`config.mk`:
```
export PLATFORM = sky130hd
export DESIGN_NAME = b3iou_div
export DESIGN_NICKNAME = d
export VERILOG_FILES = /design/src/sv/b3iou_pkg.sv /design/src/sv/b3iou_div.sv
export SDC_FILE = /design/constraint.sdc
export NUM_CORES = 2
export LEC_CHECK = 0
export ABC_AREA = 0
export BUFFER_PORTS_ARGS = -buffer_cell sky130_fd_sc_hd__buf_4
export CAP_MARGIN = 20
export CORE_MARGIN = 2
export CORE_UTILIZATION = 50
export CTS_CLUSTER_SIZE = 40
export DETAILED_ROUTE_END_ITERATION = 12
export MAX_ROUTING_LAYER = met4
export PLACE_DENSITY = 0.66
export SLEW_MARGIN = 20
export SYNTH_ARGS = -nofsm -noshare
export SYNTH_HDL_FRONTEND = slang
export SYNTH_SLANG_ARGS = --single-unit
```
`constraint.sdc`:
```
create_clock -name clk_i -period 80.7 [get_ports clk_i]
set_clock_uncertainty 0.1 [all_clocks]
set_input_delay 4.035 -clock clk_i [delete_from_list [all_inputs] [get_ports clk_i]]
set_output_delay 4.035 -clock clk_i [all_outputs]
set_load 0.005 [all_outputs]
```
`src/sv/b3iou_pkg.sv`:
```
package b3iou_pkg;

  localparam int FIELD_W = 16;
  localparam int RATIO_W = 17;
  localparam logic [RATIO_W-1:0] RATIO_MAX = '1;

  typedef enum logic [1:0] {
    ST_OVERLAP     = 2'd0,
    ST_DISJOINT    = 2'd1,
    ST_EMPTY_UNION = 2'd2
  } status_e;

endpackage

```
`src/sv/b3iou_div.sv`:
```
module b3iou_div
  import b3iou_pkg::*;
#(
  parameter int NUM_W     = 48,
  parameter int DEN_W     = 49,
  parameter int FRAC_BITS = 16
) (
  input  logic               clk_i,
  input  logic               rst_ni,
  input  logic               in_valid_i,
  output logic               in_ready_o,
  input  logic [NUM_W-1:0]   num_i,
  input  logic [DEN_W-1:0]   den_i,
  input  logic               disjoint_i,
  output logic               out_valid_o,
  input  logic               out_ready_i,
  output logic [RATIO_W-1:0] ratio_o,
  output status_e            status_o
);

  localparam int DEPTH = FRAC_BITS + 1;
  localparam int QW    = FRAC_BITS + 1;
  localparam int SW    = (QW > RATIO_W) ? QW : RATIO_W;

  logic [DEPTH-1:0] v_q;
  logic [DEN_W-1:0] r_d [DEPTH];
  logic [DEN_W-1:0] r_q [DEPTH];
  logic [DEN_W-1:0] den_d [DEPTH];
  logic [DEN_W-1:0] den_q [DEPTH];
  logic [QW-1:0]    q_d [DEPTH];
  logic [QW-1:0]    q_q [DEPTH];
  status_e          st_d [DEPTH];
  status_e          st_q [DEPTH];
  logic             en;

  // The whole divider advances together; only the front stages fill gaps while it is held.
  assign en         = !v_q[DEPTH-1] || out_ready_i;
  assign in_ready_o = en;

  // First step: the quotient's integer bit, set only when the two volumes match.
  // After it, one restoring step per stage for each fraction bit.
  always_comb begin
    logic [DEN_W-1:0] nx;
    logic             ge0;
    logic [DEN_W:0]   sh;
    logic [DEN_W:0]   diff;
    logic             ge;
    nx       = DEN_W'(num_i);
    ge0      = (nx >= den_i);
    r_d[0]   = ge0 ? (nx - den_i) : nx;
    q_d[0]   = QW'(ge0);
    den_d[0] = den_i;
    if (disjoint_i) begin
      st_d[0] = ST_DISJOINT;
    end else if (den_i == '0) begin
      st_d[0] = ST_EMPTY_UNION;
    end else begin
      st_d[0] = ST_OVERLAP;
    end
    for (int j = 1; j < DEPTH; j++) begin
      sh       = {r_q[j-1], 1'b0};
      diff     = sh - {1'b0, den_q[j-1]};
      ge       = (sh >= {1'b0, den_q[j-1]});
      r_d[j]   = ge ? diff[DEN_W-1:0] : sh[DEN_W-1:0];
      q_d[j]   = {q_q[j-1][QW-2:0], ge};
      den_d[j] = den_q[j-1];
      st_d[j]  = st_q[j-1];
    end
  end

  always_ff @(posedge clk_i or negedge rst_ni) begin
    if (!rst_ni) begin
      v_q <= '0;
    end else if (en) begin
      v_q <= {v_q[DEPTH-2:0], in_valid_i};
    end
  end

  always_ff @(posedge clk_i) begin
    if (en) begin
      for (int j = 0; j < DEPTH; j++) begin
        r_q[j]   <= r_d[j];
        den_q[j] <= den_d[j];
        q_q[j]   <= q_d[j];
        st_q[j]  <= st_d[j];
      end
    end
  end

  logic [SW-1:0]      q_ext;
  logic [RATIO_W-1:0] q_sat;

  // The quotient never exceeds one; clamp only matters when one does not fit.
  assign q_ext       = SW'(q_q[DEPTH-1]);
  assign q_sat       = (q_ext > SW'(RATIO_MAX)) ? RATIO_MAX : q_ext[RATIO_W-1:0];
  assign out_valid_o = v_q[DEPTH-1];
  assign status_o    = st_q[DEPTH-1];
  assign ratio_o     = (st_q[DEPTH-1] != ST_OVERLAP) ? '0 : q_sat;

endmodule

```
Word-level counts from Yosys, hierarchy flattened
Memories as Yosys holds them, arrays and structs flattened.
Index checks and enable logic that the tools add are counted.

cells by class
  add/sub/neg operators = 17
  mux-type cells = 23
  reduce and logical (&&, ||, !) cells = 4
  order comparisons = 18

operators by type and width
  operator                                                number
  49-bit 2-to-1 mux                                       17
  50-bit by 49-bit >= comparator with 1-bit output        16
  49-bit subtractor                                       16
  48-bit by 49-bit >= comparator with 1-bit output        1
  49-bit zero test                                        1
  48-bit by 49-bit subtractor with 49-bit output          1
  17-bit 2-to-1 mux                                       2
  17-bit greater-than comparator (second input constant)  1
  2-bit 2-to-1 mux                                        2
  1-bit 2-to-1 mux                                        2
  2-bit nonzero test                                      1
  1-bit zero test                                         1
  1-bit logical OR                                        1

word-level totals
  output and inout bits = 21
  memories = 4
  input port bits = 102
  word-level logic and storage cells = 67
  register bits = 17
  bits in writable memories = 1,989

memories
  name   depth  width  read ports  clocked after Yosys merged registers in  wr ports  RTL line         text
  den_q  17     49     16          0                                        17        b3iou_div.sv:29  logic [DEN_W-1:0] den_q [DEPTH];
  r_q    17     49     16          0                                        17        b3iou_div.sv:27  logic [DEN_W-1:0] r_q [DEPTH];
  q_q    17     17     17          0                                        17        b3iou_div.sv:31  logic [QW-1:0] q_q [DEPTH];
  st_q   17     2      17          0                                        17        b3iou_div.sv:33  status_e st_q [DEPTH];

Depth between registers and ports, before layout
  depth after elaboration = 4
  mapped depth = 17
  mapped depth without buffers = 14

Worst setup path after synthesis
No wires, ideal clock.

  path kind = input-to-reg
  start point = in out_ready_i
  end point = reg v_q[10]
  arrival time = 57,729 ps
  data required time = 80,375 ps
  stages on the path = 4
  setup slack = 22,646 ps
  buffers on the path = 2
  setup time = 225 ps
  cell sequence = nand2b_1 clkbuf_1 buf_1 mux2_2

on the way
  cells in the longest elaborated chain, start to end = 1

ends and longest elaborated chain
  item                    RTL line         text
  start: declaration      b3iou_div.sv:16  input logic out_ready_i,
  1-bit logical OR        b3iou_div.sv:37  assign en = !v_q[DEPTH-1] || out_ready_i;
  named net in_ready_o    b3iou_div.sv:11  output logic in_ready_o,
  end signal: assignment  b3iou_div.sv:75  v_q <= {v_q[DEPTH-2:0], in_valid_i};
  end: declaration        b3iou_div.sv:25  logic [DEPTH-1:0] v_q;

The timed path passes the listed nets, and every way through them passes these cells.
A chain may end at the register's enable or synchronous reset.

Worst setup path after layout
  start point = in out_ready_i
  end point = out in_ready_o

on the way
  cells in the longest elaborated chain, start to end = 1

ends and longest elaborated chain
  item              RTL line
  1-bit logical OR  b3iou_div.sv:37
  end: declaration  b3iou_div.sv:11

No other way between the ends.

==> qor.txt <==
Outcome: finished clean
CTS tree: done
Final setup fails: 0
DR vias/cell: 5.86
Worst slew margin: 21.4%
Crit Path Category: input pin to primary output
Synth Area in Simple Gates: 10.6%
Worst Hold Depth: 0
Worst EP arrival: 4.91 ns
Dpl hpwl: 228000 um
Post-CTS Setup Bufs: 0
Top_reg_cell synth: edfxtp_1
Max-cap violations: 0
Ports: 123
Vias after detailed routing: 80.1k
Routability cong.: 1.06
Top cell type's share of synthesized area: 47.9%
Crit-path leading delay family: simple AND/OR/NAND/NOR gates
Worst-Margin Slew: 1.17 ns
Share of cells above drive strength 1: 7.80%
First-pass GRT wire length: 449000 um
CTS clock-pin slew for the worst setup and hold paths: 0.06 ns
Dpl ws: 71.62 ns
CTS sink cnt: 1772
Synth Net Count: 11.6k
Post-synth EDFFs: 1755
Initial antenna violation count: 4
Hold_ws: 0.304 ns
Area grow syn2layout: 8.87%
Die H: 473 um
Clk Latency, worst-skew pair: 0.85 ns
Hold Crit Class: register to register
Critical path data required time: 76.56 ns
Combinational family with the most area after synthesis: compound AO/OA/AOI/OAI gates
Horiz. Die Dim: 473 um
Worst-path fanout max: 30
CTS H-Tree Depth: 4
Pin count of the biggest net entering global routing: 175
Sequential element share of the synthesized area: 48.3%
Clock period minus final worst setup slack: 9.05 ns
Number of nets with antenna violations after routing: 0
Total stage count of the critical path: 3
Most used cell, CP: buf_4
Initial Utilization: 50.2%
First-pass iteration count of the detailed router: 6
Total grt overflow: 0
Final net count: 11.6k
Yosys reg bits: 1772
Drt wl/cell: 21.2 um
Root Buffer: clkbuf_16
Syn Area/Cell: 10.3 sq um
Total core area: 0.219 sq mm
WL final: 290000 um
Hold Vio Cnt, Final: 0
Top cells by area, synth: edfxtp_1, ha_1, a21oi_1
Fin area: 0.120 sq mm
Placed cell areas: 0.113 sq mm
CTS Hold Bufs: 0
Crit. End Element: primary output
Vias in the first global route: 80.8k
Clock Path Buffers: 3
Area of the mapped netlist: 0.110 sq mm
Area share of fa/ha/maj cells after synthesis: 9.74%
Worst setup margin: 71.65 ns
Cells on worst reg2reg path: 12
Sum of negative setup slack: 0 ns
Fmax: 111 MHz
Max Transition Viols Final: 0
Largest stage delay on the critical path: 0.44 ns
Post-CTS Resized: 0
RSZ-0062 raised after global routing: no
Die area: 0.224 sq mm
CTS Buf Count: 198
CP max stage cell: nand2b_4
Worst Path Buf+Inv: 2
Startpoint types: input pin
Period utilization: 11.2%
Worst path cell trace: buf_4 > nand2b_4 > buf_4
# rows: 172
GRT Util Overall: 26.3%
Fraction of registers with async set or reset after synthesis: 0.959%
Initial DRC count: 5283
Xor-xnor portion of the synthesized cell area: 5.54%
Port bufs: 122
Post-synth top area cell: edfxtp_1
Distinct cell type count after synthesis: 109
Post-synthesis compound-gate area fraction: 17.8%
Synth Instances: 10.7k
Synth Warn #: 0
Multiplexer share of the synthesized area: 2.85%
DRC: 0
[routing by layer]
layer | GRT usage, % | vias up | wire (um)
li1 | - | 38900 | -
met1 | 26.8 | 38300 | 108000
met2 | 48.2 | 2110 | 152000
met3 | 2.90 | 830 | 10300
met4 | 15.9 | 0 | 20300
met5 | - | - | 0
[Yosys cell counts, types with 218 or more instances]
library cell  count
clkbuf_1        291
ha_1            831
nand4_1         218
o21ai_0         645
xor2_1          292
nand2_1         784
edfxtp_1       1755
xnor2_1         404
a21o_1          482
a21oi_1        1105
inv_1          1040
mux2_2          256
nor2_1          693
[final cells by class]
cell class	instances	area [sq um]
fillers	18700	99500
flip-flops and latches	1772	53100
multi-input cells	7435	51400
clock buffers	242	5140
inverters	1041	3910
well taps	2871	3590
repair buffers	170	1350
clock inverters	124	1290
diodes	4	10.0
[registers in the layout, summed over array words and instances, names as in the netlist]
register and cells:
den_q 784, q_q 153, st_q 34, r_q 784, v_q 17
[cell usage in the layout (no fill, tap or decap), types with 198 or more instances in the layout]
cell,netlist,final
inv_1,1040,1040
a21o_1,482,481
a21oi_1,1105,1105
xor2_1,292,292
nand2_1,784,784
o21ai_0,645,643
clkbuf_16,0,198
ha_1,831,831
nand4_1,218,218
mux2_2,256,256
nor2_1,693,692
edfxtp_1,1755,1755
xnor2_1,404,404
[per-stage QoR]
step | instances | utilization [%]
5_1_grt | 13700 | 54.6
2_1_floorplan | 10700 | -
4_1_cts | 13700 | 54.6
3_5_place_dp | 13300 | 51.7
6_report | 13700 | 54.6
3_3_place_gp | 13300 | 51.7
[worst paths after layout]
path | startpoint | end | slack (ns)
max in group asynchronous | rst_ni | v_q[0] | 77.37
min in group asynchronous | rst_ni | v_q[13] | 2.95
setup / recovery | out_ready_i | in_ready_o | 71.65
hold / removal | q_q[2][1] | q_q[2][19] | 0.30
hold reg to reg | q_q[2][1] | q_q[2][19] | 0.30
setup reg to reg | den_q[0][686] | r_q[0][739] | 74.87
[cells by family after synthesis]
logic type                 after synthesis
xor gates and xnor gates               696
DFF                                   1772
and+or+nand+nor                       2490
muxes                                  277
adders and majority gates              847
AOI/OAI and AO/OA                     3125
buffers and inverters                 1452
Power is not shown: default switching activity piles up to over one toggle a cycle in this logic, so the estimate is an artifact.
